==> src/hw/rtl/stt_pkg.sv <==
// shared types, token codes and lookup functions for the source text tokenizer
package stt_pkg;

  // input item: one source byte or an end-of-text mark
  typedef struct packed {
    logic [7:0] text_byte;
    logic       end_of_text;
  } in_t;

  // result item: one token character or one token end
  typedef struct packed {
    logic [7:0] text_char;
    logic       char_valid;
    logic       token_done;
    logic [4:0] token_kind;
    logic [2:0] error_code;
    logic       last;
  } out_t;

  // result queue depth, holds at least one worst-case byte plus slack
  localparam int FIFO_DEPTH = 8;
  // most results a single byte can produce
  localparam int MAX_RESULTS = 3;

  // token kinds
  localparam logic [4:0] KIND_ID       = 5'd0;
  localparam logic [4:0] KIND_ASSIGN   = 5'd1;
  localparam logic [4:0] KIND_EQ       = 5'd2;
  localparam logic [4:0] KIND_NE       = 5'd3;
  localparam logic [4:0] KIND_LT       = 5'd4;
  localparam logic [4:0] KIND_LE       = 5'd5;
  localparam logic [4:0] KIND_GT       = 5'd6;
  localparam logic [4:0] KIND_GE       = 5'd7;
  localparam logic [4:0] KIND_OR       = 5'd8;
  localparam logic [4:0] KIND_AND      = 5'd9;
  localparam logic [4:0] KIND_SEMI     = 5'd10;
  localparam logic [4:0] KIND_LPAREN   = 5'd11;
  localparam logic [4:0] KIND_RPAREN   = 5'd12;
  localparam logic [4:0] KIND_LBRACE   = 5'd13;
  localparam logic [4:0] KIND_RBRACE   = 5'd14;
  localparam logic [4:0] KIND_COMMA    = 5'd15;
  localparam logic [4:0] KIND_PLUS     = 5'd16;
  localparam logic [4:0] KIND_MINUS    = 5'd17;
  localparam logic [4:0] KIND_STAR     = 5'd18;
  localparam logic [4:0] KIND_SLASH    = 5'd19;
  localparam logic [4:0] KIND_STRING   = 5'd20;
  localparam logic [4:0] KIND_NUMBER   = 5'd21;
  localparam logic [4:0] KIND_CHAR     = 5'd22;
  localparam logic [4:0] KIND_TRUE     = 5'd23;
  localparam logic [4:0] KIND_FALSE    = 5'd24;
  localparam logic [4:0] KIND_IF       = 5'd25;
  localparam logic [4:0] KIND_ELSEIF   = 5'd26;
  localparam logic [4:0] KIND_ELSE     = 5'd27;
  localparam logic [4:0] KIND_WHILE    = 5'd28;
  localparam logic [4:0] KIND_RETURN   = 5'd29;
  localparam logic [4:0] KIND_EOF      = 5'd30;
  localparam logic [4:0] KIND_ERROR    = 5'd31;

  // error codes
  localparam logic [2:0] ERR_NONE         = 3'd0;
  localparam logic [2:0] ERR_SECOND_DOT   = 3'd1;
  localparam logic [2:0] ERR_BAD_CHAR_LIT = 3'd2;
  localparam logic [2:0] ERR_UNEXPECTED   = 3'd3;
  localparam logic [2:0] ERR_UNTERMINATED = 3'd4;

  // characters with a role in the scanner
  localparam logic [7:0] CH_NUL     = 8'h00;
  localparam logic [7:0] CH_LF      = 8'h0a;
  localparam logic [7:0] CH_SPACE   = 8'h20;
  localparam logic [7:0] CH_BANG    = 8'h21;
  localparam logic [7:0] CH_DQUOTE  = 8'h22;
  localparam logic [7:0] CH_HASH    = 8'h23;
  localparam logic [7:0] CH_AMP     = 8'h26;
  localparam logic [7:0] CH_SQUOTE  = 8'h27;
  localparam logic [7:0] CH_DOT     = 8'h2e;
  localparam logic [7:0] CH_LT      = 8'h3c;
  localparam logic [7:0] CH_EQ      = 8'h3d;
  localparam logic [7:0] CH_GT      = 8'h3e;
  localparam logic [7:0] CH_PIPE    = 8'h7c;

  // keyword texts, oldest character in the high byte
  localparam logic [47:0] KW_TRUE   = 48'h0000_7472_7565;
  localparam logic [47:0] KW_FALSE  = 48'h0066_616c_7365;
  localparam logic [47:0] KW_IF     = 48'h0000_0000_6966;
  localparam logic [47:0] KW_ELSEIF = 48'h656c_7365_6966;
  localparam logic [47:0] KW_ELSE   = 48'h0000_656c_7365;
  localparam logic [47:0] KW_WHILE  = 48'h0077_6869_6c65;
  localparam logic [47:0] KW_AND    = 48'h0000_0061_6e64;
  localparam logic [47:0] KW_OR     = 48'h0000_0000_6f72;
  localparam logic [47:0] KW_NOT    = 48'h0000_006e_6f74;
  localparam logic [47:0] KW_RETURN = 48'h7265_7475_726e;

  // kind of a one-byte punctuation or arithmetic token, KIND_ID when none
  function automatic logic [4:0] punct_kind(input logic [7:0] c);
    logic [4:0] k;
    unique case (c)
      8'h3b:   k = KIND_SEMI;
      8'h28:   k = KIND_LPAREN;
      8'h29:   k = KIND_RPAREN;
      8'h7b:   k = KIND_LBRACE;
      8'h7d:   k = KIND_RBRACE;
      8'h2c:   k = KIND_COMMA;
      8'h2b:   k = KIND_PLUS;
      8'h2d:   k = KIND_MINUS;
      8'h2a:   k = KIND_STAR;
      8'h2f:   k = KIND_SLASH;
      default: k = KIND_ID;
    endcase
    return k;
  endfunction

  // keyword match on the stored identifier prefix and its length
  function automatic logic [4:0] keyword_kind(input logic [47:0] prefix,
                                              input logic [2:0] len);
    logic [4:0] k;
    k = KIND_ID;
    priority if (len == 3'd4 && prefix == KW_TRUE)   k = KIND_TRUE;
    else if     (len == 3'd5 && prefix == KW_FALSE)  k = KIND_FALSE;
    else if     (len == 3'd2 && prefix == KW_IF)     k = KIND_IF;
    else if     (len == 3'd6 && prefix == KW_ELSEIF) k = KIND_ELSEIF;
    else if     (len == 3'd4 && prefix == KW_ELSE)   k = KIND_ELSE;
    else if     (len == 3'd5 && prefix == KW_WHILE)  k = KIND_WHILE;
    else if     (len == 3'd3 && prefix == KW_AND)    k = KIND_AND;
    else if     (len == 3'd2 && prefix == KW_OR)     k = KIND_OR;
    else if     (len == 3'd3 && prefix == KW_NOT)    k = KIND_NE;
    else if     (len == 3'd6 && prefix == KW_RETURN) k = KIND_RETURN;
    else                                             k = KIND_ID;
    return k;
  endfunction

  function automatic logic is_digit(input logic [7:0] c);
    return (c >= 8'h30) && (c <= 8'h39);
  endfunction

  function automatic logic is_letter(input logic [7:0] c);
    return ((c >= 8'h61) && (c <= 8'h7a)) || ((c >= 8'h41) && (c <= 8'h5a));
  endfunction

endpackage

==> src/hw/rtl/source_text_tokenizer_top.sv <==
// byte-serial tokenizer: scanner state, per-byte result logic and result queue
//
//   channel   dir   handshake            payload
//   src       in    src_valid/src_ready  stt_pkg::in_t  (text_byte, end_of_text)
//   tok       out   tok_valid/tok_ready  stt_pkg::out_t (one token char or token end)
//
// one byte is taken per cycle while src_ready is high; its zero to three results are
// written to the result queue at the transfer edge and leave it one per cycle while
// tok_ready is high. src_ready is high while the queue has room for three results,
// so a byte that yields two or three results, or a stalled tok side, holds the source
// back. synchronous reset leaves the scanner idle and the queue empty.
module source_text_tokenizer_top #(
  parameter int FifoDepth = stt_pkg::FIFO_DEPTH
) (
  input  logic          clk,
  input  logic          rst,
  input  logic          src_valid,
  output logic          src_ready,
  input  stt_pkg::in_t  src_data,
  output logic          tok_valid,
  input  logic          tok_ready,
  output stt_pkg::out_t tok_data
);

  localparam int PtrW = (FifoDepth > 1) ? $clog2(FifoDepth) : 1;
  localparam int CntW = $clog2(FifoDepth + 1);
  localparam int MaxR = stt_pkg::MAX_RESULTS;

  typedef enum logic [2:0] {
    MODE_IDLE,
    MODE_OP,
    MODE_IDENT,
    MODE_NUMBER,
    MODE_STRING,
    MODE_COMMENT,
    MODE_CHAR_BODY,
    MODE_CHAR_CLOSE
  } mode_t;

  // scanner state
  mode_t       scan_mode, scan_mode_next;
  logic [7:0]  pending_operator, pending_operator_next;
  logic        dot_seen, dot_seen_next;
  logic [47:0] word_prefix, word_prefix_next;
  logic [2:0]  word_length, word_length_next;

  // result queue
  stt_pkg::out_t        mem [FifoDepth];
  logic [PtrW-1:0]      rd_ptr, wr_ptr, rd_ptr_next, wr_ptr_next;
  logic [CntW-1:0]      count, count_next;
  logic [PtrW-1:0]      wr_idx [MaxR];

  // per-byte results
  stt_pkg::out_t res_list [MaxR];
  logic [1:0]    res_n;
  logic          rescan;
  logic [7:0]    c;
  logic          eof;
  logic          push, pop;

  function automatic stt_pkg::out_t mk_char(input logic [7:0] ch);
    stt_pkg::out_t r;
    r            = '0;
    r.text_char  = ch;
    r.char_valid = 1'b1;
    return r;
  endfunction

  function automatic stt_pkg::out_t mk_done(input logic [4:0] kind);
    stt_pkg::out_t r;
    r            = '0;
    r.token_done = 1'b1;
    r.token_kind = kind;
    return r;
  endfunction

  function automatic stt_pkg::out_t mk_err(input logic [2:0] code);
    stt_pkg::out_t r;
    r            = '0;
    r.token_done = 1'b1;
    r.token_kind = stt_pkg::KIND_ERROR;
    r.error_code = code;
    return r;
  endfunction

  assign push      = src_valid && src_ready;
  assign pop       = tok_valid && tok_ready;
  assign src_ready = (count <= CntW'(FifoDepth - MaxR));
  assign tok_valid = (count != '0);
  assign tok_data  = mem[rd_ptr];

  assign c   = src_data.text_byte;
  assign eof = src_data.end_of_text || (c == stt_pkg::CH_NUL);

  // scan one byte: mode handling, then a fresh idle scan where the token ended
  always_comb begin
    scan_mode_next        = scan_mode;
    pending_operator_next = pending_operator;
    dot_seen_next         = dot_seen;
    word_prefix_next      = word_prefix;
    word_length_next      = word_length;
    res_list              = '{default: '0};
    res_n                 = 2'd0;
    rescan                = 1'b0;

    unique case (scan_mode)
      MODE_IDLE: begin
        rescan = 1'b1;
      end
      MODE_OP: begin
        if (!eof && ((c == stt_pkg::CH_EQ &&
                      (pending_operator == stt_pkg::CH_EQ ||
                       pending_operator == stt_pkg::CH_BANG ||
                       pending_operator == stt_pkg::CH_LT ||
                       pending_operator == stt_pkg::CH_GT)) ||
                     (c == pending_operator &&
                      (pending_operator == stt_pkg::CH_PIPE ||
                       pending_operator == stt_pkg::CH_AMP)))) begin
          res_list[res_n] = mk_char(c);
          res_n = res_n + 2'd1;
          priority case (pending_operator)
            stt_pkg::CH_EQ:   res_list[res_n] = mk_done(stt_pkg::KIND_EQ);
            stt_pkg::CH_BANG: res_list[res_n] = mk_done(stt_pkg::KIND_NE);
            stt_pkg::CH_LT:   res_list[res_n] = mk_done(stt_pkg::KIND_LE);
            stt_pkg::CH_GT:   res_list[res_n] = mk_done(stt_pkg::KIND_GE);
            stt_pkg::CH_PIPE: res_list[res_n] = mk_done(stt_pkg::KIND_OR);
            default:          res_list[res_n] = mk_done(stt_pkg::KIND_AND);
          endcase
          res_n = res_n + 2'd1;
          scan_mode_next        = MODE_IDLE;
          pending_operator_next = '0;
        end else begin
          // single operator closes; lone bang, pipe or ampersand is an error
          priority case (pending_operator)
            stt_pkg::CH_EQ: res_list[res_n] = mk_done(stt_pkg::KIND_ASSIGN);
            stt_pkg::CH_LT: res_list[res_n] = mk_done(stt_pkg::KIND_LT);
            stt_pkg::CH_GT: res_list[res_n] = mk_done(stt_pkg::KIND_GT);
            default:        res_list[res_n] = mk_err(stt_pkg::ERR_UNEXPECTED);
          endcase
          res_n  = res_n + 2'd1;
          rescan = 1'b1;
        end
      end
      MODE_IDENT: begin
        if (!eof && (stt_pkg::is_letter(c) || stt_pkg::is_digit(c))) begin
          res_list[res_n] = mk_char(c);
          res_n = res_n + 2'd1;
          if (word_length < 3'd6) begin
            word_prefix_next = {word_prefix[39:0], c};
            word_length_next = word_length + 3'd1;
          end else begin
            word_length_next = 3'd7;
          end
        end else begin
          res_list[res_n] = mk_done(stt_pkg::keyword_kind(word_prefix, word_length));
          res_n  = res_n + 2'd1;
          rescan = 1'b1;
        end
      end
      MODE_NUMBER: begin
        if (!eof && stt_pkg::is_digit(c)) begin
          res_list[res_n] = mk_char(c);
          res_n = res_n + 2'd1;
        end else if (!eof && c == stt_pkg::CH_DOT) begin
          res_list[res_n] = mk_char(c);
          res_n = res_n + 2'd1;
          if (dot_seen) begin
            res_list[res_n] = mk_err(stt_pkg::ERR_SECOND_DOT);
            res_n = res_n + 2'd1;
            scan_mode_next = MODE_IDLE;
            dot_seen_next  = 1'b0;
          end else begin
            dot_seen_next = 1'b1;
          end
        end else begin
          res_list[res_n] = mk_done(stt_pkg::KIND_NUMBER);
          res_n  = res_n + 2'd1;
          rescan = 1'b1;
        end
      end
      MODE_STRING: begin
        if (eof) begin
          res_list[res_n] = mk_err(stt_pkg::ERR_UNTERMINATED);
          res_n  = res_n + 2'd1;
          rescan = 1'b1;
        end else if (c == stt_pkg::CH_DQUOTE) begin
          res_list[res_n] = mk_done(stt_pkg::KIND_STRING);
          res_n = res_n + 2'd1;
          scan_mode_next = MODE_IDLE;
        end else begin
          res_list[res_n] = mk_char(c);
          res_n = res_n + 2'd1;
        end
      end
      MODE_COMMENT: begin
        if (eof) begin
          rescan = 1'b1;
        end else if (c == stt_pkg::CH_LF) begin
          scan_mode_next = MODE_IDLE;
        end
      end
      MODE_CHAR_BODY: begin
        if (eof) begin
          res_list[res_n] = mk_err(stt_pkg::ERR_UNTERMINATED);
          res_n  = res_n + 2'd1;
          rescan = 1'b1;
        end else begin
          res_list[res_n] = mk_char(c);
          res_n = res_n + 2'd1;
          scan_mode_next = MODE_CHAR_CLOSE;
        end
      end
      MODE_CHAR_CLOSE: begin
        if (eof) begin
          res_list[res_n] = mk_err(stt_pkg::ERR_UNTERMINATED);
          res_n  = res_n + 2'd1;
          rescan = 1'b1;
        end else if (c == stt_pkg::CH_SQUOTE) begin
          res_list[res_n] = mk_done(stt_pkg::KIND_CHAR);
          res_n = res_n + 2'd1;
          scan_mode_next = MODE_IDLE;
        end else begin
          res_list[res_n] = mk_err(stt_pkg::ERR_BAD_CHAR_LIT);
          res_n  = res_n + 2'd1;
          rescan = 1'b1;
        end
      end
    endcase

    // token ended: start from idle and scan this byte again
    if (rescan) begin
      scan_mode_next        = MODE_IDLE;
      pending_operator_next = '0;
      dot_seen_next         = 1'b0;
      word_prefix_next      = '0;
      word_length_next      = '0;
      if (eof) begin
        res_list[res_n] = mk_done(stt_pkg::KIND_EOF);
        res_n = res_n + 2'd1;
      end else if (c == stt_pkg::CH_SPACE || c == stt_pkg::CH_LF) begin
        scan_mode_next = MODE_IDLE;
      end else if (c == stt_pkg::CH_HASH) begin
        scan_mode_next = MODE_COMMENT;
      end else if (c == stt_pkg::CH_DQUOTE) begin
        scan_mode_next = MODE_STRING;
      end else if (c == stt_pkg::CH_SQUOTE) begin
        scan_mode_next = MODE_CHAR_BODY;
      end else if (stt_pkg::is_digit(c)) begin
        res_list[res_n] = mk_char(c);
        res_n = res_n + 2'd1;
        scan_mode_next = MODE_NUMBER;
      end else if (c == stt_pkg::CH_EQ || c == stt_pkg::CH_BANG ||
                   c == stt_pkg::CH_LT || c == stt_pkg::CH_GT ||
                   c == stt_pkg::CH_PIPE || c == stt_pkg::CH_AMP) begin
        res_list[res_n] = mk_char(c);
        res_n = res_n + 2'd1;
        scan_mode_next        = MODE_OP;
        pending_operator_next = c;
      end else if (stt_pkg::punct_kind(c) != stt_pkg::KIND_ID) begin
        res_list[res_n] = mk_char(c);
        res_n = res_n + 2'd1;
        res_list[res_n] = mk_done(stt_pkg::punct_kind(c));
        res_n = res_n + 2'd1;
      end else if (stt_pkg::is_letter(c)) begin
        res_list[res_n] = mk_char(c);
        res_n = res_n + 2'd1;
        scan_mode_next   = MODE_IDENT;
        word_prefix_next = {40'd0, c};
        word_length_next = 3'd1;
      end else begin
        // stray byte
        res_list[res_n] = mk_char(c);
        res_n = res_n + 2'd1;
        res_list[res_n] = mk_err(stt_pkg::ERR_UNEXPECTED);
        res_n = res_n + 2'd1;
      end
    end

    // mark the final result of this byte
    if (res_n != 2'd0) begin
      res_list[res_n - 2'd1].last = 1'b1;
    end
  end

  // queue slots for this byte's results, wrapping at the depth
  always_comb begin
    logic [PtrW:0] sum;
    for (int i = 0; i < MaxR; i++) begin
      sum = {1'b0, wr_ptr} + (PtrW + 1)'(i);
      if (sum >= (PtrW + 1)'(FifoDepth)) begin
        sum = sum - (PtrW + 1)'(FifoDepth);
      end
      wr_idx[i] = sum[PtrW-1:0];
    end
  end

  // queue pointers and fill count
  always_comb begin
    logic [PtrW:0] wsum;
    logic [PtrW:0] rsum;
    wsum = {1'b0, wr_ptr} + (PtrW + 1)'(push ? res_n : 2'd0);
    if (wsum >= (PtrW + 1)'(FifoDepth)) begin
      wsum = wsum - (PtrW + 1)'(FifoDepth);
    end
    wr_ptr_next = wsum[PtrW-1:0];
    rsum = {1'b0, rd_ptr} + (PtrW + 1)'(pop);
    if (rsum >= (PtrW + 1)'(FifoDepth)) begin
      rsum = rsum - (PtrW + 1)'(FifoDepth);
    end
    rd_ptr_next = rsum[PtrW-1:0];
    count_next  = count + CntW'(push ? res_n : 2'd0) - CntW'(pop);
  end

  // scanner state and queue control
  always_ff @(posedge clk) begin
    if (rst) begin
      scan_mode        <= MODE_IDLE;
      pending_operator <= '0;
      dot_seen         <= 1'b0;
      word_prefix      <= '0;
      word_length      <= '0;
      rd_ptr           <= '0;
      wr_ptr           <= '0;
      count            <= '0;
    end else begin
      if (push) begin
        scan_mode        <= scan_mode_next;
        pending_operator <= pending_operator_next;
        dot_seen         <= dot_seen_next;
        word_prefix      <= word_prefix_next;
        word_length      <= word_length_next;
      end
      rd_ptr <= rd_ptr_next;
      wr_ptr <= wr_ptr_next;
      count  <= count_next;
    end
  end

  // result storage
  always_ff @(posedge clk) begin
    for (int i = 0; i < MaxR; i++) begin
      if (push && (2'(i) < res_n)) begin
        mem[wr_idx[i]] <= res_list[i];
      end
    end
  end

  // queue never overfills
  a_count_bound: assert property (@(posedge clk) disable iff (rst)
    count <= CntW'(FifoDepth))
    else $error("result queue overfilled");

  // a drain with nothing added lowers the count by one
  a_count_drain: assert property (@(posedge clk) disable iff (rst)
    (pop && !(push && res_n != 2'd0)) |=> count == $past(count) - CntW'(1))
    else $error("result queue count off after drain");

  // end of text leaves the scanner idle and cleared
  a_eof_idle: assert property (@(posedge clk) disable iff (rst)
    (push && eof) |=> (scan_mode == MODE_IDLE && word_length == 3'd0 &&
                       dot_seen == 1'b0 && pending_operator == 8'd0))
    else $error("scanner not idle after end of text");

  // every queued result is either a character or a token end
  a_result_shape: assert property (@(posedge clk) disable iff (rst)
    tok_valid |-> (tok_data.char_valid ^ tok_data.token_done))
    else $error("malformed result at queue head");

  // identifier length only held while scanning an identifier
  a_ident_len: assert property (@(posedge clk) disable iff (rst)
    (word_length != 3'd0) |-> (scan_mode == MODE_IDENT))
    else $error("identifier length outside identifier mode");

endmodule
==> config.mk <==
export PLATFORM = sky130hd
export DESIGN_NAME = source_text_tokenizer_top
export DESIGN_NICKNAME = d
export VERILOG_FILES = /design/src/hw/rtl/stt_pkg.sv /design/src/hw/rtl/source_text_tokenizer_top.sv
export SDC_FILE = /design/constraint.sdc
export NUM_CORES = 1
export LEC_CHECK = 0
export BUFFER_PORTS_ARGS = -buffer_cell sky130_fd_sc_hd__buf_2
export CAP_MARGIN = 20
export CORE_MARGIN = 2
export CORE_UTILIZATION = 30
export DETAILED_ROUTE_END_ITERATION = 10
export GPL_ROUTABILITY_DRIVEN = 0
export PLACE_DENSITY = 0.4
export SETUP_SLACK_MARGIN = 0.2
export SYNTH_ARGS = -nofsm -noshare
export SYNTH_HDL_FRONTEND = slang
export SYNTH_SLANG_ARGS = --single-unit
==> constraint.sdc <==
create_clock -name clk -period 8.4 [get_ports clk]
set_input_delay 1.26 -clock clk [delete_from_list [all_inputs] [get_ports clk]]
set_output_delay 1.26 -clock clk [all_outputs]
set_load 0.02 [all_outputs]
==> Yosys cells after proc, flatten, opt, wreduce, memory -nomap -nowiden <==
Memories as Yosys holds them, arrays and structs flattened. A register that Yosys moved wholly into a read port is not among the register bits.
Cells that the tools add are included.
{ "op_classes": {"addsub": 15, "magnitude_cmp": 22, "eq_ne": 63, "mux": 164, "bitwise": 9, "reduce_logical": 62} }
{ "ops": {"columns": ["operator", "n"], "rows": [
  ["$mux 57", 11],
  ["$mux 19", 12],
  ["$mux 48", 4],
  ["$eq 8x6->1 const B", 23],
  ["$bwmux 57", 3],
  ["$mux 8", 21],
  ["$mux 5", 27],
  ["$demux 19 s2", 3],
  ["$pmux 19 s6", 1],
  ["$eq 48x15->1 const B", 2],
  ["$eq 48x23->1 const B", 2],
  ["$eq 48x31->1 const B", 2],
  ["$eq 48x39->1 const B", 2],
  ["$eq 48x47->1 const B", 2],
  ["$mux 3", 27],
  ["$pmux 5 s10", 1],
  ["$and 42x42->42", 1],
  ["$not 42->42", 1],
  ["$pmux 8 s5", 1],
  ["$mux 2", 19],
  ["$pmux 19 s2", 1],
  ["$and 33x33->33", 1],
  ["$ne 3x3->1 const B", 11],
  ["$not 33->33", 1],
  ["52 further kinds", 156]
]} }
{ "word_totals": {"reg_bits": 73, "ram_bits": 152, "output_inout_bits": 21, "wordCells": 344, "memories": 1} }
{ "memory_table": {"columns": ["memory", "words", "width", "rd", "rd_ports_with_merged_regs", "write_ports", "line_no", "rtl"], "rows": [
  ["mem", 8, 19, 1, 1, 3, "source_text_tokenizer_top.sv:48", "stt_pkg::out_t mem [FifoDepth];"]
]} }

==> Depth between registers and ports, before layout <==
Gate-level depths: netlist (run 1).
{ "depth": {"depth_word": 36, "ltp_mapped": 19} }

==> Least setup slack after synthesis (run 1) <==
No wires, ideal clock.
{ "synth_path": {"path_type": "input-to-reg", "startpoint": "in src_data[3] in the netlist's numbering", "endpoint": "mem mem[6][0] in the netlist's numbering (enable)", "setup_time_ns": 0.421, "arrival_time_ns": 5.331, "required_ns": 7.979, "path_slack_ns": 2.648, "cell_stages": 14, "path_buffers": 3, "cell_sequence": "buf_2 > inv_1 > or4_1 > or4b_1 > a21boi_0 > nor2_1 > ha_1 > o211ai_1 > a31oi_1 > buf_2 > buf_4 > nor3_1 > a21oi_1 > o21ai_0"} }
{ "synth_lines": {"columns": ["item", "line_no", "rtl"], "rows": [
  ["start, declared", "source_text_tokenizer_top.sv:19", "input stt_pkg::in_t src_data,"],
  ["end, declared", "source_text_tokenizer_top.sv:48", null]
]} }

==> key figures, run 1 <==
Cells and area
  – Share of cells above drive strength 1: 0.1638
  – Most frequent cells in the layout: nand2_1 (156), edfxtp_1 (152), a21oi_1 (100)
  – Sequential cell area: about 6000 um2
  – Fin cells: ~2000
  – Final core occ: 0.3422
  – Fin area: approximately 15000 um2
  – Area grow syn2layout: 13.28%
  – Filler instances: between 4000 and 5000
  – Commonest non-fill, non-tap cell in the layout: nand2_1
  – Nets: between 1000 and 1500
  – Antenna diode count: 0
  – Area of the multi-input gates: between 7000 and 8000 um2

Synth
  – Syn Nets: about 1400
  – Asr flop ratio synth: 0
  – Distinct cells, synth: 86
  – Syn Area/Cell: roughly 9.9 um2
  – EDFF count, synth: ~150
  – Post-Syn Area: around 14000 um2
  – Flops & latches, synth: roughly 230
  – Sequential share of the synthesized area: 0.4424
  – Post-Synthesis Cells: between 1000 and 1500
  – YS warnings: 0
  – Post-synth top flop: edfxtp_1

CTS
  – CTS clk-pin slew, worst paths: around 0.06 ns
  – CTS Buf Count: 28
  – TritonCTS Sinks: ~230
  – CTS tree: done
  – Postcts setup bufs: 0
  – Deepest clock path buffer count: 3
  – H-tree levels: 1
  – Post-CTS Hold Buffers: 0
  – Post-CTS Resized: 0
  – Root Buffer: clkbuf_16
  – Clk_lat worst skew: ~0.56 ns

Placement
  – Placed wire-length estimate: approximately 34 mm
  – Placed Instance Area: around 14000 um2
  – # port buffers: 33
  – Dpl cells: between 1500 and 2000

Outcome
  – Status: complete, no violations

Worst setup path
  – Worst path top cell family by delay: compound AO/OA/AOI/OAI gates
  – Worst R2R Path Depth: 12
  – Critical path capture point type: register
  – CP Max Fanout: 19
  – Largest stage delay, worst path: 0.72 ns
  – Register-to-register path setup slack: roughly 3.2 ns
  – Critical Path AT: 6.11 ns
  – Crit-path slowest cell: o21ai_1
  – FF-to-FF End: mem[4][11]$_DFFE_PP_
  – Crit path launch type: input port
  – WS Path Type: input port to register
  – Reg-to-reg critical path startpoint: pending_operator[0]$_SDFFE_PP0P_
  – Crit path cell chain: buf_2 -> inv_1 -> or4_1 -> or4b_1 -> a21boi_0 -> nor2_1 -> ha_1 -> o211ai_1 -> a31o_2 -> o21ai_2 -> o21ai_1 -> o21bai_2
  – Critical path required time: about 8.6 ns
  – Buf/Inv on CP: 2

Hold path
  – WHS Endpoint: word_prefix[23]$_SDFFE_PP0P_
  – Hold Path Class: register to register
  – Hold path depth: 2
  – Min-delay src: word_prefix[15]$_SDFFE_PP0P_

STA
  – Final Skew: about 0.014 ns
  – Final Hold Viols: 0
  – Setup TNS: 0 ns
  – Max-slew violation count: 0
  – Crit path time final: 5.937 ns
  – Setup violations, final: 0
  – Measured slew at the worst slew-check pin: approximately 1.1 ns
  – Relative slew slack: 0.2368
  – Fmax: between 150 and 200 MHz
  – Final period util: 0.7068
  – Unrepaired setup endpoints after global routing: no

Route
  – Routed Antenna Nets: 0
  – Final wirelength: about 47 mm
  – Detailed router's first-iteration violation count: 901
  – Initial DRT Pass Iterations: 5
  – Vias/cell: between 5 and 6
  – DRC errors left: 0
  – Vias: ~12000
  – Routed len/inst: around 24 um

Floorplan
  – Die W: around 220 um
  – Die area: between 40000 and 50000 um2
  – Die Y: roughly 220 um
  – Core region area: around 45000 um2
  – Io pins: 34
  – Row count: ~80
  – Initial Utilization: 0.3021

Global routing
  – GRT Overall Usage: 0.1995
  – Grt total ovfl: 0
  – Global-route wire length before repair: just over 70 mm
  – Initial antenna violation count: 0
  – Largest net degree at the start of global routing: 74
  – Vias in the first global route: approximately 11000

Power and ir drop
  – Pwr dens: 370.5 nW/um2
  – Overall Power: around 0.0057 W
  – Worst vdd rail ir drop: 166.1 uV
  – Static leakage: about 5.0 nW

Flow run
  – Max-cap viol count: 0
-- tightest hold or removal path: stages (launching register included) --
cell,delay (ns)
dfxtp_1,0.32
nand2_1,0.06
a21oi_1,0.06
-- report_power, final --
| part | switching, W | internal, W |
|---|---|---|
| Combinational | 0.00180 | 0.000943 |
| Sequential | 0.000122 | 0.00155 |
| Clock | 0.000483 | 0.000817 |
-- final cells by class --
| type | count | share of cell area |
|---|---|---|
| timing repair buffer | 64 | 0.02806 |
| sequential | 225 | 0.3907 |
| clock inverter | 18 | 0.01557 |
| clock buffer | 33 | 0.04866 |
| tap | 600 | 0.04866 |
| inverter | 22 | 0.005352 |
| multi-input combinational | 1024 | 0.4630 |
-- flip-flops by register name (all words and copies together) (netlist names) --
register / flops
wr_ptr: 3
count: 4
dot_seen: 1
rd_ptr: 3
scan_mode: 3
pending_operator: 8
mem: 152
word_prefix: 48
word_length: 3
-- routing by layer --
metal	vias up	part of all wire	global-route usage
li1	5330	-	-
met3	67	0.042	0.02208
met5	-	0	0
met4	0	0.025	0.05731
met2	328	0.47	0.3272
met1	5786	0.46	0.2777
-- stage by stage --
step / hold WS, ns / setup slack (ns)
2_1_floorplan: 0.4402 / 2.648
3_3_place_gp: 0.4644 / 1.890
3_5_place_dp: 0.4629 / 1.904
4_1_cts: 0.4758 / 2.463
5_1_grt: 0.4921 / 2.052
6_report: 0.4773 / 2.463
-- cells by family after synthesis --
| logic type | after synthesis | synth area share |
|---|---|---|
| flip-flops | 225 | 0.4424 |
| XOR/XNOR | 12 | 0.007717 |
| AND/OR/NAND/NOR | 537 | 0.2009 |
| adder cells (fa/ha/maj) | 23 | 0.02223 |
| AO/OA/AOI/OAI | 391 | 0.2089 |
| buffers and inverters | 120 | 0.03583 |
| multiplexers | 61 | 0.08195 |
-- cells in the mapped netlist (all sizes together), types with 6 or more instances --
| master | n | share of area |
|---|---|---|
| a221oi | 9 | 0.0058 |
| nand4 | 14 | 0.0064 |
| nand3 | 87 | 0.032 |
| nor4 | 19 | 0.010 |
| nor2b | 14 | 0.0064 |
| edfxtp | 152 | 0.34 |
| clkbuf | 73 | 0.020 |
| xnor2 | 6 | 0.0039 |
| o221ai | 62 | 0.040 |
| and2 | 14 | 0.0064 |
| nor3 | 37 | 0.014 |
| nand4b | 8 | 0.0051 |
| or3 | 21 | 0.0096 |
| a21oi | 103 | 0.039 |
| or2 | 8 | 0.0037 |
| a21o | 7 | 0.0039 |
| and3 | 9 | 0.0041 |
| o211ai | 6 | 0.0037 |
| dfxtp | 73 | 0.11 |
| mux2 | 21 | 0.018 |
| nand2b | 19 | 0.0087 |
| nand3b | 7 | 0.0039 |
| buf | 25 | 0.0096 |
| o21ai | 55 | 0.021 |
| a211oi | 6 | 0.0033 |
| a31oi | 14 | 0.0064 |
| a21boi | 44 | 0.025 |
| nand2 | 157 | 0.043 |
| xor2 | 6 | 0.0039 |
| mux4 | 38 | 0.063 |
| a32oi | 14 | 0.014 |
| ha | 21 | 0.019 |
| or4 | 6 | 0.0033 |
| inv | 22 | 0.0061 |
| a211o | 22 | 0.015 |
| nor2 | 89 | 0.025 |
-- how the worst max path moves through the flow --
stage,from,slack [ns],depth (start not counted),endpoint
after floorplan,src_data[3],2.65,14,mem[6][0]$_DFFE_PP_
after global placement,src_data[3],1.89,13,mem[2][15]$_DFFE_PP_
after detailed placement,src_data[3],1.90,13,mem[2][11]$_DFFE_PP_
after CTS,src_data[3],2.46,13,mem[2][4]$_DFFE_PP_
after global routing,src_data[3],2.05,13,mem[4][11]$_DFFE_PP_
final,src_data[3],2.46,12,mem[4][11]$_DFFE_PP_
Power figures use the tool's default switching activity.
==> run 2: changes to the inputs <==
--- a/config.mk
+++ b/config.mk
@@ -11,7 +11,7 @@
 export CORE_UTILIZATION = 30
 export DETAILED_ROUTE_END_ITERATION = 10
 export GPL_ROUTABILITY_DRIVEN = 0
-export PLACE_DENSITY = 0.4
+export PLACE_DENSITY = 0.42
 export SETUP_SLACK_MARGIN = 0.2
 export SYNTH_ARGS = -nofsm -noshare
 export SYNTH_HDL_FRONTEND = slang
==> constraint.sdc (replaced) <==
create_clock -name clk -period 5.1 [get_ports clk]
set_input_delay 0.765 -clock clk [delete_from_list [all_inputs] [get_ports clk]]
set_output_delay 0.765 -clock clk [all_outputs]
set_load 0.02 [all_outputs]
==> key figures, run 2 (same netlist as run 1, synthesis figures left out) <==
CTS
  – CTS tree: done
  – Post-CTS Resized: 0 (unchanged)
  – Post-CTS Hold Buffers: 0 (unchanged)
  – Deepest clock path buffer count: 3 (unchanged)
  – CTS Buf Count: 27 (-3.6%)
  – TritonCTS Sinks: 225 (unchanged)
  – CTS clk-pin slew, worst paths: 0.07 ns (about the same)
  – H-tree levels: 1 (unchanged)
  – Clk_lat worst skew: 0.57 ns (about the same)
  – Root Buffer: clkbuf_16
  – Postcts setup bufs: 0 (unchanged)

Route
  – Final wirelength: 49.99 mm (+6.0%)
  – Vias: 11889 (+3.3%)
  – Vias/cell: 5.785 (-0.18%)
  – Routed Antenna Nets: 0 (unchanged)
  – Routed len/inst: 24.32 um (+2.4%)
  – DRC errors left: 0 (unchanged)
  – Initial DRT Pass Iterations: 5 (unchanged)
  – Detailed router's first-iteration violation count: 1228 (+36%)

Worst setup path
  – Crit-path slowest cell: or4b_2
  – Crit path cell chain: or4b_2 -> a21oi_1 -> o2111a_1 -> o21ai_1 -> a21oi_1 -> inv_1 -> ha_1 -> o211ai_1 -> a31oi_1 -> buf_12 -> or3_1 -> o21ai_1 -> o221ai_1
  – Buf/Inv on CP: 2 (unchanged)
  – Reg-to-reg critical path startpoint: pending_operator[0]$_SDFFE_PP0P_
  – Register-to-register path setup slack: 0.53 ns (-2.63 ns)
  – Worst path top cell family by delay: compound AO/OA/AOI/OAI gates
  – Critical path required time: 5.33 ns (-3.24 ns)
  – Critical path capture point type: register
  – FF-to-FF End: mem[5][1]$_DFFE_PP_
  – Largest stage delay, worst path: 0.62 ns (-0.10 ns)
  – WS Path Type: register to register
  – Critical Path AT: 4.80 ns (-1.31 ns)
  – Critical Path Stages: 13 (+1)
  – CP Max Fanout: 20 (+1)
  – Crit path launch type: register
  – Worst R2R Path Depth: 13 (+1)

Floorplan
  – Die Y: 217.1 um (unchanged)
  – Row count: 78 (unchanged)
  – Die W: 217.1 um (unchanged)
  – Io pins: 34 (unchanged)
  – Die area: 47120 um2 (unchanged)
  – Initial Utilization: 0.3021 (unchanged)
  – Core region area: 45090 um2 (unchanged)

STA
  – Fmax: 219.0 MHz
  – Final Hold Viols: 0 (unchanged)
  – Final period util: 0.8954
  – Relative slew slack: 0.1799 (-0.05690)
  – Max-slew violation count: 0 (unchanged)
  – Crit path time final: 4.567 ns
  – Final Skew: 0.02224 ns (+0.008624 ns)
  – Unrepaired setup endpoints after global routing: no
  – Setup violations, final: 0 (unchanged)
  – Measured slew at the worst slew-check pin: 1.230 ns (+0.09066 ns)
  – Fin Hold WS: 0.4755 ns (-0.001807 ns)

Global routing
  – Largest net degree at the start of global routing: 74 (unchanged)
  – Initial antenna violation count: 1 (+1)
  – Vias in the first global route: 11644 (+2.1%)
  – Global-route wire length before repair: 76.47 mm (+5.7%)
  – Grt total ovfl: 0 (unchanged)
  – GRT Overall Usage: 0.2116 (+0.01214)

Cells and area
  – Filler instances: 4625 (-0.15%)
  – Commonest non-fill, non-tap cell in the layout: nand2_1
  – Nets: 1469 (+4.9%)
  – Share of cells above drive strength 1: 0.1994 (+0.03567)
  – Fin cells: 2055 (+3.5%)
  – Area grow syn2layout: 17.25%
  – Largest register FFs: 152 (unchanged)
  – Area of the multi-input gates: 7143 um2 (unchanged)
  – Fin area: 15970 um2 (+3.5%)
  – Sequential cell area: 6028 um2 (unchanged)
  – Most frequent cells in the layout: nand2_1 (156), edfxtp_1 (152), a21oi_1 (100)

Flow run
  – Max-cap viol count: 0 (unchanged)

Placement
  – Placed Instance Area: 15010 um2 (+4.1%)
  – Dpl cells: 2004 (+3.7%)
  – # port buffers: 33 (unchanged)
  – Placed wire-length estimate: 36.21 mm (+5.1%)

Power and ir drop
  – Pwr dens: 610.6 nW/um2 (+65%)
  – Static leakage: 5.353 nW (+6.5%)
  – Worst vdd rail ir drop: 281.8 uV (+70%)

Outcome
  – Status: complete, no violations

Hold path
  – Min-delay src: word_prefix[7]$_SDFFE_PP0P_
  – Hold Path Class: register to register
  – WHS Endpoint: word_prefix[15]$_SDFFE_PP0P_
  – Hold path depth: 2 (unchanged)
[run 2: metal layers]
| layer | GRT usage | part of all wire | vias up | wire length (um) |
|---|---|---|---|---|
| met5 | 0 | 0 | - | 0 |
| met4 | 0.06005 | 0.026 | 0 | 1280 |
| met3 | 0.02516 | 0.057 | 86 | 2827 |
| met2 | 0.3359 | 0.46 | 443 | 23120 |
| met1 | 0.3032 | 0.46 | 5895 | 22760 |
| li1 | - | - | 5465 | - |
[run 2: how the worst max path moves through the flow]
| stage | startpoint | endpoint | slack [ns] |
|---|---|---|---|
| 3_5_place_dp | src_data[3] | mem[7][1]$_DFFE_PP_ | 0.27 |
| 5_1_grt | pending_operator[1]$_SDFFE_PP0P_ | mem[0][7]$_DFFE_PP_ | 0.22 |
| 2_1_floorplan | src_data[3] | mem[0][0]$_DFFE_PP_ | -0.08 |
| 6_report | pending_operator[0]$_SDFFE_PP0P_ | mem[5][1]$_DFFE_PP_ | 0.53 |
| 4_1_cts | pending_operator[0]$_SDFFE_PP0P_ | mem[7][1]$_DFFE_PP_ | 0.56 |
| 3_3_place_gp | src_data[5] | mem[5][1]$_DFFE_PP_ | 0.28 |
[run 2: through the flow]
step	TNS, ns	setup slack (ns)	total power [W]	util
finish	0	0.5333	0.009751	0.3542
global route	0	0.2232	0.01030	0.3541
global placement	0	0.2827	0.007662	0.3329
floorplan	-7.641	-0.08043	0.005775	-
CTS	0	0.5555	0.009777	0.3541
detailed placement	0	0.2652	0.007645	0.3329
[run 2: worst min-delay path, delay by kind of cell, from the launching register on]
kind / cells / cell delay, ns
DFF: 1 / 0.32
AOI/OAI and AO/OA: 1 / 0.05
and+or+nand+nor: 1 / 0.06
[run 2: power by group]
part	switching (W)	internal (W)
clock network	0.000789	0.00132
logic	0.00308	0.00179
registers	0.000216	0.00256
[run 2: area by class of cell]
cell class                 instances  share of cell area
clock buffer                      39             0.04685
tap                              600             0.04701
inverter                          22            0.005171
multi-input combinational       1024              0.4473
sequential                       225              0.3775
clock inverter                    11             0.01316
antenna                            1           0.0001567
timing repair buffer             133             0.06284
==> run 3: changes to the inputs <==
--- a/config.mk
+++ b/config.mk
@@ -8,10 +8,11 @@
 export BUFFER_PORTS_ARGS = -buffer_cell sky130_fd_sc_hd__buf_2
 export CAP_MARGIN = 20
 export CORE_MARGIN = 2
-export CORE_UTILIZATION = 30
+export CORE_UTILIZATION = 45
 export DETAILED_ROUTE_END_ITERATION = 10
 export GPL_ROUTABILITY_DRIVEN = 0
-export PLACE_DENSITY = 0.42
+export MAX_ROUTING_LAYER = met4
+export PLACE_DENSITY = 0.59
 export SETUP_SLACK_MARGIN = 0.2
 export SYNTH_ARGS = -nofsm -noshare
 export SYNTH_HDL_FRONTEND = slang
==> key figures, run 3 (same netlist as run 1, synthesis figures left out) <==
Worst setup path
  – Crit path cell chain: or4b_1 -> and2_1 -> or4b_1 -> a21boi_0 -> nor2_1 -> ha_1 -> o211ai_1 -> a31o_2 -> o21ai_2 -> o21ai_1 -> o221ai_1
  – Register-to-register path setup slack: 0.63 ns (+0.10 ns)
  – CP Max Fanout: 11 (-45%)
  – Reg-to-reg critical path startpoint: pending_operator[3]$_SDFFE_PP0P_
  – Largest stage delay, worst path: 0.77 ns (+0.15 ns)
  – Crit-path slowest cell: o21ai_1
  – Buf/Inv on CP: 0 (-2)
  – Critical path required time: 5.32 ns (about the same)
  – Critical Path AT: 4.68 ns (-0.12 ns)
  – Critical path capture point type: register
  – FF-to-FF End: mem[0][6]$_DFFE_PP_
  – Worst R2R Path Depth: 11 (-2)
  – Most used cell, CP: or4b_1
  – Critical Path Stages: 11 (-2)
  – Worst path top cell family by delay: compound AO/OA/AOI/OAI gates
  – WS Path Type: register to register
  – Crit path launch type: register

CTS
  – Deepest clock path buffer count: 3 (unchanged)
  – Post-CTS Hold Buffers: 0 (unchanged)
  – CTS Buf Count: 24 (-11%)
  – Post-CTS Resized: 0 (unchanged)
  – CTS tree: done
  – TritonCTS Sinks: 225 (unchanged)
  – H-tree levels: 1 (unchanged)
  – Clk_lat worst skew: 0.53 ns (-0.04 ns)
  – Postcts setup bufs: 0 (unchanged)
  – CTS clk-pin slew, worst paths: 0.06 ns (about the same)
  – Root Buffer: clkbuf_16

Route
  – Routed len/inst: 24.17 um (-0.62%)
  – Detailed router's first-iteration violation count: 1331 (+8.4%)
  – Vias/cell: 6.554 (+13%)
  – Vias: 11974 (+0.71%)
  – DRC errors left: 0 (unchanged)
  – Final wirelength: 44.17 mm (-12%)
  – Routed Antenna Nets: 0 (unchanged)
  – Initial DRT Pass Iterations: 5 (unchanged)

Hold path
  – Hold Path Class: register to register
  – WHS Endpoint: word_prefix[21]$_SDFFE_PP0P_
  – Min-delay src: word_prefix[13]$_SDFFE_PP0P_
  – Hold path depth: 2 (unchanged)

Placement
  – # port buffers: 33 (unchanged)
  – Placed Instance Area: 14620 um2 (-2.6%)
  – Placed wire-length estimate: 31.74 mm (-12%)

Power and ir drop
  – Worst vdd rail ir drop: 263.0 uV (-6.6%)
  – Overall Power: 0.009152 W (-6.1%)
  – Static leakage: 5.180 nW (-3.2%)
  – Pwr dens: 594.6 nW/um2 (-2.6%)

Floorplan
  – Die W: 178.0 um (-18%)
  – Initial Utilization: 0.4583 (+0.1562)
  – Row count: 63 (-19%)
  – Core region area: 29720 um2 (-34%)
  – Die area: 31670 um2 (-33%)
  – Io pins: 34 (unchanged)
  – Die Y: 178.0 um (-18%)

Global routing
  – Grt total ovfl: 0 (unchanged)
  – GRT Overall Usage: 0.2873 (+0.07567)
  – Global-route wire length before repair: 68.04 mm (-11%)
  – Initial antenna violation count: 0 (-1)
  – Largest net degree at the start of global routing: 74 (unchanged)
  – Vias in the first global route: 11474 (-1.5%)

Outcome
  – Status: complete, no violations

Cells and area
  – Antenna diode count: 0 (-1)
  – Largest register FFs: 152 (unchanged)
  – Share of cells above drive strength 1: 0.1907 (-0.008775)
  – Sequential cell area: 6028 um2 (unchanged)
  – Commonest non-fill, non-tap cell in the layout: nand2_1
  – Nets: 1455 (-0.95%)
  – Filler instances: 2754 (-40%)
  – Most frequent cells in the layout: nand2_1 (156), edfxtp_1 (152), a21oi_1 (100)
  – Fin area: 15390 um2 (-3.6%)
  – Area grow syn2layout: 13.02%
  – Area of the multi-input gates: 7137 um2 (about the same)

STA
  – Final period util: 0.8755 (-0.01990)
  – Fin Hold WS: 0.4764 ns (+0.0009290 ns)
  – Unrepaired setup endpoints after global routing: no
  – Setup TNS: 0 ns (unchanged)
  – Max-slew violation count: 0 (unchanged)
  – Final Hold Viols: 0 (unchanged)
  – Relative slew slack: 0.2358 (+0.05590)
  – Fmax: 224.0 MHz (+2.3%)
  – Setup violations, final: 0 (unchanged)
  – Final Skew: 0.01033 ns (-0.01191 ns)
  – Crit path time final: 4.465 ns (-0.1015 ns)
  – Measured slew at the worst slew-check pin: 1.146 ns (-0.08386 ns)

Flow run
  – Max-cap viol count: 0 (unchanged)
run 3: layer usage:
layer / track usage / up-vias / share of wire
met1: 0.3853 / 5821 / 0.42
met2: 0.4522 / 623 / 0.47
met3: 0.04135 / 110 / 0.084
met4: 0.08948 / 0 / 0.028
met5: - / - / 0
li1: - / 5420 / -
run 3: area by class of cell:
cell class	count	area share
Clock buffer	28	0.04138
Timing Repair Buffer	122	0.05739
Multi-Input combinational cell	1024	0.4637
Inverter	22	0.005365
Tap cell	390	0.03170
Sequential cell	225	0.3916
Clock inverter	16	0.008860
run 3: tightest hold or removal path: stages, from the launching register on:
cell	delay [ns]
dfxtp_1	0.32
nand2_1	0.06
a21oi_1	0.05
run 3: stage by stage:
stage	util	worst slack [ns]	instances
6_report	0.5180	0.6348	1827
4_1_cts	0.5180	0.6817	1827
3_3_place_gp	0.4919	0.3996	1783
5_1_grt	0.5180	0.3848	1827
2_1_floorplan	-	-0.08043	1369
3_5_place_dp	0.4919	0.3054	1783
run 3: how the worst max path moves through the flow:
| stage | from | end |
|---|---|---|
| after global placement | src_data[3] | mem[5][1]$_DFFE_PP_ |
| final | pending_operator[3]$_SDFFE_PP0P_ | mem[0][6]$_DFFE_PP_ |
| after global routing | pending_operator[3]$_SDFFE_PP0P_ | mem[5][1]$_DFFE_PP_ |
| after CTS | pending_operator[3]$_SDFFE_PP0P_ | mem[5][2]$_DFFE_PP_ |
| after detailed placement | src_data[3] | mem[5][2]$_DFFE_PP_ |
| after floorplan | src_data[3] | mem[0][0]$_DFFE_PP_ |
run 3: where the power goes:
group | internal [W] | switching, W | total (W) | leakage (nW)
combinational | 0.00173 | 0.00293 | 0.00466 | 2.82
sequential | 0.00256 | 0.000203 | 0.00276 | 2.00
clock | 0.000994 | 0.000736 | 0.00173 | 0.360
